$ cat config.mk
export PLATFORM = sky130hd
export DESIGN_NAME = block_rms_smoothed_meter
export DESIGN_NICKNAME = d
export VERILOG_FILES = /design/src/sv/brsm_pkg.sv /design/src/sv/brsm_ctrl.sv /design/src/sv/brsm_dp.sv /design/src/sv/block_rms_smoothed_meter.sv
export SDC_FILE = /design/constraint.sdc
export NUM_CORES = 2
export LEC_CHECK = 0
export ABC_AREA = 1
export BUFFER_PORTS_ARGS = -buffer_cell sky130_fd_sc_hd__buf_2
export CAP_MARGIN = 20
export CORE_ASPECT_RATIO = 0.7
export CORE_MARGIN = 2
export CORE_UTILIZATION = 45
export CTS_CLUSTER_SIZE = 24
export DETAILED_ROUTE_END_ITERATION = 12
export GPL_TIMING_DRIVEN = 0
export PLACE_DENSITY = 0.62
export RECOVER_POWER = 50
export REMOVE_ABC_BUFFERS = 1
export SYNTH_ARGS = -nofsm -noshare
export SYNTH_HDL_FRONTEND = slang
export SYNTH_HIERARCHICAL = 1
export SYNTH_SLANG_ARGS = --single-unit
$ cat constraint.sdc
create_clock -name clk -period 7.6 [get_ports clk]
set_clock_uncertainty 0.05 [all_clocks]
set_input_delay 0.38 -clock clk [delete_from_list [all_inputs] [get_ports clk]]
set_output_delay 0.38 -clock clk [all_outputs]
set_load 0.01 [all_outputs]
$ cat src/sv/brsm_pkg.sv
// ----------------------------------------------------------------------------
// brsm_pkg: shared types and constants of the block RMS level meter
// Payload structs, controller states, command and status groups and the
// fixed widths of the meter arithmetic.
// ----------------------------------------------------------------------------
package brsm_pkg;

  localparam int SAMPLE_W = 24;
  localparam int MAG_W    = 24;
  localparam int SQ_W     = 47;
  localparam int SUM_W    = 59;
  localparam int LEVEL_W  = 16;
  localparam int ALPHA_W  = 17;
  localparam int RAD_W    = 46;
  localparam int ROOT_W   = 23;
  localparam int REM_W    = 24;
  localparam int PROD_W   = 33;
  localparam int STEP_W   = 6;
  localparam int DIV_STEPS  = 59;
  localparam int ROOT_STEPS = 23;

  localparam logic [STEP_W-1:0]  DIV_LAST    = STEP_W'(DIV_STEPS - 1);
  localparam logic [STEP_W-1:0]  ROOT_LAST   = STEP_W'(ROOT_STEPS - 1);
  localparam logic [ALPHA_W-1:0] ALPHA_ONE   = 17'h10000;
  localparam logic [ALPHA_W-1:0] ALPHA_RESET = 17'd58982;
  localparam logic [PROD_W-1:0]  ROUND_HALF  = 33'd32768;
  localparam logic [LEVEL_W-1:0] LEVEL_MAX   = 16'hFFFF;

  localparam logic MODE_SAMPLE = 1'b0;
  localparam logic MODE_CLEAR  = 1'b1;

  typedef struct packed {
    logic                       mode;
    logic                       channel;
    logic signed [SAMPLE_W-1:0] sample;
    logic                       last_in_block;
  } in_t;

  typedef struct packed {
    logic               channel_res;
    logic [LEVEL_W-1:0] level;
    logic               block_overflowed;
  } out_t;

  typedef enum logic [3:0] {
    ST_IDLE,
    ST_SQUARE,
    ST_ACCUM,
    ST_LOAD_DIV,
    ST_DIV,
    ST_LOAD_ROOT,
    ST_ROOT,
    ST_MUL_NEW,
    ST_MUL_PREV,
    ST_FINISH
  } state_t;

  typedef struct packed {
    logic load_in;
    logic clear_all;
    logic square;
    logic accum;
    logic div_load;
    logic div_step;
    logic root_load;
    logic root_step;
    logic mul_new;
    logic mul_prev;
    logic finish;
  } cmd_t;

  typedef struct packed {
    logic clear_req;
    logic ch_ok;
    logic last;
  } status_t;

endpackage

$ cat src/sv/brsm_ctrl.sv
// ----------------------------------------------------------------------------
// brsm_ctrl: meter sequencer
// Steps each sample request through square and accumulate, and a closed block
// through the serial divide, the serial root, smoothing and result hand-off.
// ----------------------------------------------------------------------------
module brsm_ctrl
  import brsm_pkg::*;
(
  input  logic    clk,
  input  logic    rst_n,
  input  logic    in_valid,
  output logic    in_ready,
  output logic    out_valid,
  input  logic    out_ready,
  input  status_t sts,
  output cmd_t    cmd
);

  state_t              state_r, state_nxt;
  logic [STEP_W-1:0]   step_r, step_nxt;
  logic                out_valid_r, out_valid_nxt;

  always_ff @(posedge clk) begin
    if (!rst_n) begin
      state_r     <= ST_IDLE;
      step_r      <= '0;
      out_valid_r <= 1'b0;
    end else begin
      state_r     <= state_nxt;
      step_r      <= step_nxt;
      out_valid_r <= out_valid_nxt;
    end
  end

  always_comb begin
    state_nxt     = state_r;
    step_nxt      = step_r;
    cmd           = '0;
    in_ready      = 1'b0;
    out_valid_nxt = out_valid_r & ~out_ready;
    unique case (state_r)
      ST_IDLE: begin
        in_ready = 1'b1;
        if (in_valid) begin
          cmd.load_in = 1'b1;
          state_nxt   = ST_SQUARE;
        end
      end
      ST_SQUARE: begin
        if (sts.clear_req) begin
          cmd.clear_all = 1'b1;
          state_nxt     = ST_IDLE;
        end else if (!sts.ch_ok) begin
          state_nxt = ST_IDLE;
        end else begin
          cmd.square = 1'b1;
          state_nxt  = ST_ACCUM;
        end
      end
      ST_ACCUM: begin
        cmd.accum = 1'b1;
        state_nxt = sts.last ? ST_LOAD_DIV : ST_IDLE;
      end
      ST_LOAD_DIV: begin
        cmd.div_load = 1'b1;
        step_nxt     = '0;
        state_nxt    = ST_DIV;
      end
      ST_DIV: begin
        cmd.div_step = 1'b1;
        step_nxt     = step_r + 1'b1;
        if (step_r == DIV_LAST) begin
          state_nxt = ST_LOAD_ROOT;
        end
      end
      ST_LOAD_ROOT: begin
        cmd.root_load = 1'b1;
        step_nxt      = '0;
        state_nxt     = ST_ROOT;
      end
      ST_ROOT: begin
        cmd.root_step = 1'b1;
        step_nxt      = step_r + 1'b1;
        if (step_r == ROOT_LAST) begin
          state_nxt = ST_MUL_NEW;
        end
      end
      ST_MUL_NEW: begin
        cmd.mul_new = 1'b1;
        state_nxt   = ST_MUL_PREV;
      end
      ST_MUL_PREV: begin
        cmd.mul_prev = 1'b1;
        state_nxt    = ST_FINISH;
      end
      ST_FINISH: begin
        if (!out_valid_r || out_ready) begin
          cmd.finish    = 1'b1;
          out_valid_nxt = 1'b1;
          state_nxt     = ST_IDLE;
        end
      end
      default: state_nxt = ST_IDLE;
    endcase
  end

  assign out_valid = out_valid_r;

  a_div_bound: assert property (@(posedge clk) disable iff (!rst_n)
    state_r == ST_DIV |-> step_r <= DIV_LAST)
    else $error("divide step count overran");

  a_root_bound: assert property (@(posedge clk) disable iff (!rst_n)
    state_r == ST_ROOT |-> step_r <= ROOT_LAST)
    else $error("root step count overran");

  a_result: assert property (@(posedge clk) disable iff (!rst_n)
    (state_r == ST_FINISH && (!out_valid_r || out_ready))
      |=> (out_valid_r && state_r == ST_IDLE))
    else $error("finished result not presented");

endmodule

$ cat src/sv/brsm_dp.sv
// ----------------------------------------------------------------------------
// brsm_dp: meter datapath
// Per-channel accumulators, squarer, bit-serial divider, bit-serial square
// root, smoothing multiplier and the result register.
// ----------------------------------------------------------------------------
module brsm_dp
  import brsm_pkg::*;
#(
  parameter int CHANNELS  = 2,
  parameter int MAX_BLOCK = 4096
)
(
  input  logic               clk,
  input  logic               rst_n,
  input  in_t                in_data,
  input  logic               cfg_valid,
  input  logic [ALPHA_W-1:0] cfg_data,
  input  cmd_t               cmd,
  output status_t            sts,
  output out_t               out_data
);

  localparam int CW  = $clog2(MAX_BLOCK + 1);
  localparam int CHW = (CHANNELS > 1) ? $clog2(CHANNELS) : 1;
  localparam logic [CW-1:0] MAX_CNT = CW'(MAX_BLOCK);

  logic [ALPHA_W-1:0] alpha_r;
  logic [SUM_W-1:0]   sum_r    [CHANNELS];
  logic [CW-1:0]      count_r  [CHANNELS];
  logic               ovf_r    [CHANNELS];
  logic [LEVEL_W-1:0] smooth_r [CHANNELS];

  in_t                in_r;
  logic [SQ_W-1:0]    sq_r;
  logic [SUM_W-1:0]   quo_r;
  logic [CW-1:0]      rem_r;
  logic [CW-1:0]      divisor_r;
  logic [RAD_W-1:0]   rad_r;
  logic [REM_W-1:0]   rrem_r;
  logic [ROOT_W-1:0]  root_r;
  logic [PROD_W-1:0]  p_new_r;
  logic [PROD_W-1:0]  p_prev_r;
  out_t               out_r;

  logic [CHW-1:0]     ch_idx;
  logic [MAG_W-1:0]   mag;
  logic [2*MAG_W-1:0] sq_full;
  logic [SUM_W:0]     sum_ext;
  logic [SUM_W-1:0]   sum_new;
  logic [CW:0]        div_trial;
  logic               div_ge;
  logic [CW:0]        div_diff;
  logic [REM_W+1:0]   root_in;
  logic [REM_W+1:0]   root_trial;
  logic               root_ge;
  logic [REM_W+1:0]   root_diff;
  logic [LEVEL_W-1:0] rms;
  logic [ALPHA_W-1:0] alpha_eff;
  logic [ALPHA_W-1:0] alpha_inv;
  logic [PROD_W-1:0]  level_sum;

  assign ch_idx = CHW'(in_r.channel);

  assign sts.clear_req = (in_r.mode == MODE_CLEAR);
  assign sts.ch_ok     = (int'(in_r.channel) < CHANNELS);
  assign sts.last      = in_r.last_in_block;

  assign mag     = in_r.sample[SAMPLE_W-1] ? MAG_W'(-in_r.sample) : MAG_W'(in_r.sample);
  assign sq_full = mag * mag;

  assign sum_ext = {1'b0, sum_r[ch_idx]} + (SUM_W + 1)'(sq_r);
  assign sum_new = sum_ext[SUM_W] ? '1 : sum_ext[SUM_W-1:0];

  assign div_trial = {rem_r, quo_r[SUM_W-1]};
  assign div_ge    = (div_trial >= {1'b0, divisor_r});
  assign div_diff  = div_trial - {1'b0, divisor_r};

  assign root_in    = {rrem_r, rad_r[RAD_W-1:RAD_W-2]};
  assign root_trial = (REM_W + 2)'({root_r, 2'b01});
  assign root_ge    = (root_in >= root_trial);
  assign root_diff  = root_in - root_trial;

  assign rms = (|root_r[ROOT_W-1:LEVEL_W]) ? LEVEL_MAX : root_r[LEVEL_W-1:0];

  assign alpha_eff = (alpha_r > ALPHA_ONE) ? ALPHA_ONE : alpha_r;
  assign alpha_inv = ALPHA_ONE - alpha_eff;
  assign level_sum = p_new_r + p_prev_r + ROUND_HALF;

  always_ff @(posedge clk) begin
    if (!rst_n) begin
      alpha_r <= ALPHA_RESET;
      for (int i = 0; i < CHANNELS; i++) begin
        sum_r[i]    <= '0;
        count_r[i]  <= '0;
        ovf_r[i]    <= 1'b0;
        smooth_r[i] <= '0;
      end
    end else begin
      if (cfg_valid) begin
        alpha_r <= cfg_data;
      end
      if (cmd.clear_all) begin
        for (int i = 0; i < CHANNELS; i++) begin
          sum_r[i]    <= '0;
          count_r[i]  <= '0;
          ovf_r[i]    <= 1'b0;
          smooth_r[i] <= '0;
        end
      end
      if (cmd.accum) begin
        if (count_r[ch_idx] < MAX_CNT) begin
          sum_r[ch_idx]   <= sum_new;
          count_r[ch_idx] <= count_r[ch_idx] + 1'b1;
        end else begin
          ovf_r[ch_idx] <= 1'b1;
        end
      end
      if (cmd.finish) begin
        smooth_r[ch_idx] <= level_sum[2*LEVEL_W-1:LEVEL_W];
        sum_r[ch_idx]    <= '0;
        count_r[ch_idx]  <= '0;
        ovf_r[ch_idx]    <= 1'b0;
      end
    end
  end

  always_ff @(posedge clk) begin
    if (cmd.load_in) begin
      in_r <= in_data;
    end
    if (cmd.square) begin
      sq_r <= sq_full[SQ_W-1:0];
    end
    if (cmd.div_load) begin
      quo_r     <= sum_r[ch_idx];
      rem_r     <= '0;
      divisor_r <= count_r[ch_idx];
    end else if (cmd.div_step) begin
      quo_r <= {quo_r[SUM_W-2:0], div_ge};
      rem_r <= div_ge ? div_diff[CW-1:0] : div_trial[CW-1:0];
    end
    if (cmd.root_load) begin
      rad_r  <= RAD_W'(quo_r[SUM_W-1:14]);
      rrem_r <= '0;
      root_r <= '0;
    end else if (cmd.root_step) begin
      rad_r  <= {rad_r[RAD_W-3:0], 2'b00};
      rrem_r <= root_ge ? root_diff[REM_W-1:0] : root_in[REM_W-1:0];
      root_r <= {root_r[ROOT_W-2:0], root_ge};
    end
    if (cmd.mul_new) begin
      p_new_r <= alpha_inv * rms;
    end
    if (cmd.mul_prev) begin
      p_prev_r <= alpha_eff * smooth_r[ch_idx];
    end
    if (cmd.finish) begin
      out_r.channel_res      <= in_r.channel;
      out_r.level            <= level_sum[2*LEVEL_W-1:LEVEL_W];
      out_r.block_overflowed <= ovf_r[ch_idx];
    end
  end

  assign out_data = out_r;

  a_rem_bound: assert property (@(posedge clk) disable iff (!rst_n)
    cmd.div_step |=> rem_r < divisor_r)
    else $error("divider remainder not below divisor");

  a_count_bound: assert property (@(posedge clk) disable iff (!rst_n)
    cmd.accum |=> (count_r[ch_idx] != '0 && count_r[ch_idx] <= MAX_CNT))
    else $error("sample count out of range after accumulate");

endmodule

$ cat src/sv/block_rms_smoothed_meter.sv
// ----------------------------------------------------------------------------
// block_rms_smoothed_meter: per-channel block RMS meter with smoothing
// Squares and accumulates signed Q1.23 samples per channel; on the last
// sample of a block reports the exponentially smoothed RMS level in Q0.16.
// ----------------------------------------------------------------------------
// Sequencing: a sample request steps through accept, square and accumulate,
// a clear request through accept and clear. A sample marked last then passes
// the one-bit-per-cycle divider and the one-bit-per-cycle square root, each
// after its load, then two smoothing multiplies and the result hand-off; the
// result register lets the next request enter while a level still waits to
// be taken. The alpha register accepts a write every cycle.
module block_rms_smoothed_meter
  import brsm_pkg::*;
#(
  parameter int CHANNELS  = 2,
  parameter int MAX_BLOCK = 4096
)
(
  input  logic               clk,
  input  logic               rst_n,
  input  logic               in_valid,
  output logic               in_ready,
  input  in_t                in_data,
  output logic               out_valid,
  input  logic               out_ready,
  output out_t               out_data,
  input  logic               cfg_valid,
  output logic               cfg_ready,
  input  logic [ALPHA_W-1:0] cfg_data
);

  cmd_t    cmd;
  status_t sts;

  assign cfg_ready = 1'b1;

  brsm_ctrl u_ctrl (
    .clk       (clk),
    .rst_n     (rst_n),
    .in_valid  (in_valid),
    .in_ready  (in_ready),
    .out_valid (out_valid),
    .out_ready (out_ready),
    .sts       (sts),
    .cmd       (cmd)
  );

  brsm_dp #(
    .CHANNELS  (CHANNELS),
    .MAX_BLOCK (MAX_BLOCK)
  ) u_dp (
    .clk       (clk),
    .rst_n     (rst_n),
    .in_data   (in_data),
    .cfg_valid (cfg_valid),
    .cfg_data  (cfg_data),
    .cmd       (cmd),
    .sts       (sts),
    .out_data  (out_data)
  );

endmodule
==> out/results.ini <==
[run_status]
outcome = finished, violations left
violations = negative setup slack

[timing]
period_needed_ns = 7.957
drv_slew = 0
hold_viol = 0
setup_viol = 32
max_freq_ghz = 0.1257
worst_pin_slew_ns = 1.086
rsz0062_at_grt = yes
setup_ws_ns = -0.3573
fin_crit_sh = 1.047
relSlewSlack = 0.2732

[yosys]
synth_mux_area_frac = 0.0001554
synthFlopType = edfxtp_1
ys_seq_elements = 540
yosys.area_share.adder = 0.3609
synth_xor_area_frac = 0.02461
synth_area_leaders = fa_1 (26%), edfxtp_1 (21%), nand2_1 (10%)
synth_compound_area_frac = 0.07176
yosys-top-cells-count = nand2_1 (1731), inv_1 (1573), nor2_1 (916), fa_1 (839), ha_1 (516)
synthArstFlopShare = 0
syn_inst = 7831
synth.top_cell.area_share = 0.2607
synth_area_um2 = 64430
synth_top_family_by_area = adder cells
synth_simple_gate_area_frac = 0.1969
synth-edff-count = 450
synth_top_area_cell = fa_1
synth.most_common_cell = nand2_1
seq_area_frac_synth = 0.2377
ys_types = 63
ys_warn_count = 6
postSynthAreaPerCell_um2 = 8.227

[floorplan]
row_count = 116
fp.dieW_um = 456.2
ios = 70
initial_utilization = 0.4520
die_area_um2 = 146300
dieHeight_um = 320.6
core_um2 = 142500

[clock_tree]
clock_path_buffers = 3
clkSinkCount = 540
cts_tree = built
clkTransAtPathRegs_ns = 0.06
numCtsBuffers = 59
htreeDepth = 2
insertion_delay_ns = 0.70
cts-root-buf = clkbuf_16

[cells_and_area]
area_delta_synth_final_pct = 16.10
fill_cells = 13150
utilization = 0.5248
final_area_um2 = 74800
multiInputGateArea_um2 = 44990
seqCellArea_um2 = 15340
nets = 9529
drive_gt1_frac = 0.1334

[detailed_routing]
wl_mm = 199.3
ant_nets = 0
vias_per_cell = 5.309
drc = 0
wl_per_cell_um = 19.80
num_vias = 53440
drt-pass1-iter-count = 6
drt_iter0_drc = 5112

[critical_path]
critPathCaptureType = flop
crit_required_ns = 8.05
critPathArrivalTime_ns = 8.40
worstPathMaxFanout = 5
critical_path.slowest_cell = fa_1
worstSetupPathType = reg2reg
start_kind = flop
critical-path-max-stage-delay_ns = 0.57
crit_family = adder cells
path_buf_inv = 15
crit_path_frequent_cell = fa_1

[global_routing]
groute.usage.overall = 0.2704
grt_pass1_vias = 53390
antenna_found_initial = 2
grt_overflow = 0
grt_max_degree = 72
grt_pass1_wl_mm = 307.8

[placement]
numPortBuffers = 68
place.gp.congestion = 0.9497
dp_hpwl_mm = 153.2
place_area_um2 = 67010

[run]
drv_cap = 0

[min_path]
holdCritPathClass = in2reg

[logic make-up after synthesis]
logic type / count (synthesis)
DFF: 540
buffers and inverters: 1807
AOI/OAI and AO/OA: 807
and+or+nand+nor: 3137
adders and majority gates: 1355
xor gates and xnor gates: 181
other: 3
muxes: 1
[worst paths after layout]
kind | startpoint | to | slack (ns) | cells past startpoint
worst min register to register | u_dp/rad_r[43] | u_dp/rad_r[45] | 0.40 | 2
worst max register to register | u_dp/in_r[1] | u_dp/sq_r[42] | -0.36 | 39
worst min-delay path | in_valid | u_dp/in_r[1] | 0.14 | 3
worst max-delay path | u_dp/in_r[1] | u_dp/sq_r[42] | -0.36 | 39
[per-stage QoR]
stage | std cells | worst slack (ns) | TNS, ns | hold slack [ns]
after floorplan | 7650 | -0.2948 | -3.767 | 0.3715
after global placement | 9606 | -4.456 | -1401.55 | 0.3863
after detailed placement | 9644 | -3.252 | -135.84 | 0.3972
after CTS | 9949 | -0.2824 | -3.243 | 0.02784
after global routing | 10070 | -0.6274 | -14.50 | 0.1380
final | 10070 | -0.3573 | -5.401 | 0.1427
[registers in the layout, summed over array words and instances (netlist names), 23 cells and up, named ones only]
register	flops
u_dp/in_r	24
u_dp/smooth_r	32
u_dp/rrem_r	24
u_dp/sum_r	118
u_dp/rad_r	46
u_dp/quo_r	59
u_dp/p_prev_r	32
u_dp/p_new_r	32
u_dp/count_r	26
u_dp/sq_r	46
u_dp/root_r	23
[worst min-delay path: cells and delay by family]
kind,cells,cell delay [ns]
buffers and inverters,2,0.18
and+or+nand+nor,1,0.11
[routing by layer]
| layer | up-vias | global-route usage | wire length (um) |
|---|---|---|---|
| met5 | - | 0 | 0 |
| met4 | 0 | 0.06246 | 4967 |
| met3 | 287 | 0.04775 | 16900 |
| met2 | 2049 | 0.4096 | 85280 |
| met1 | 26140 | 0.4020 | 92160 |
| li1 | 24960 | - | - |
[cells in the final DEF, fill, tap and decap left out, types with 79 or more instances in the layout]
cell / netlist / layout
edfxtp_1: 450 / 450
nand2_1: 1731 / 1624
nand3_1: 272 / 247
o21ai_0: 235 / 205
buf_4: 9 / 214
nor2_1: 916 / 832
a21oi_1: 298 / 245
ha_1: 516 / 474
xor2_1: 136 / 122
inv_1: 1573 / 1495
fa_1: 839 / 814
dfxtp_1: 90 / 79
[cell type report]
class                      count  area share
inverter                    1610     0.08362
timing repair buffer         409     0.04943
timing repair inverter         4   0.0004015
clock inverter                43    0.007628
multi-input combinational   5501      0.6014
antenna                        1  0.00003345
sequential                   540      0.2051
tap                         1888     0.03158
clock buffer                  69     0.02081
[repair_timing]
| item | CTS | global route |
|---|---|---|
| hold buffers | 45 | 0 |
| buffers inserted | 145 | 116 |
| hold endpoints to repair | 46 | 0 |
| endpoints found under the setup margin | 68 | 60 |
| gates resized for setup | 429 | 359 |
| cloned | 4 | 2 |
| pin swaps | 107 | 153 |
Power is not shown: default switching activity piles up to over one toggle a cycle in this logic, so the estimate is an artifact.
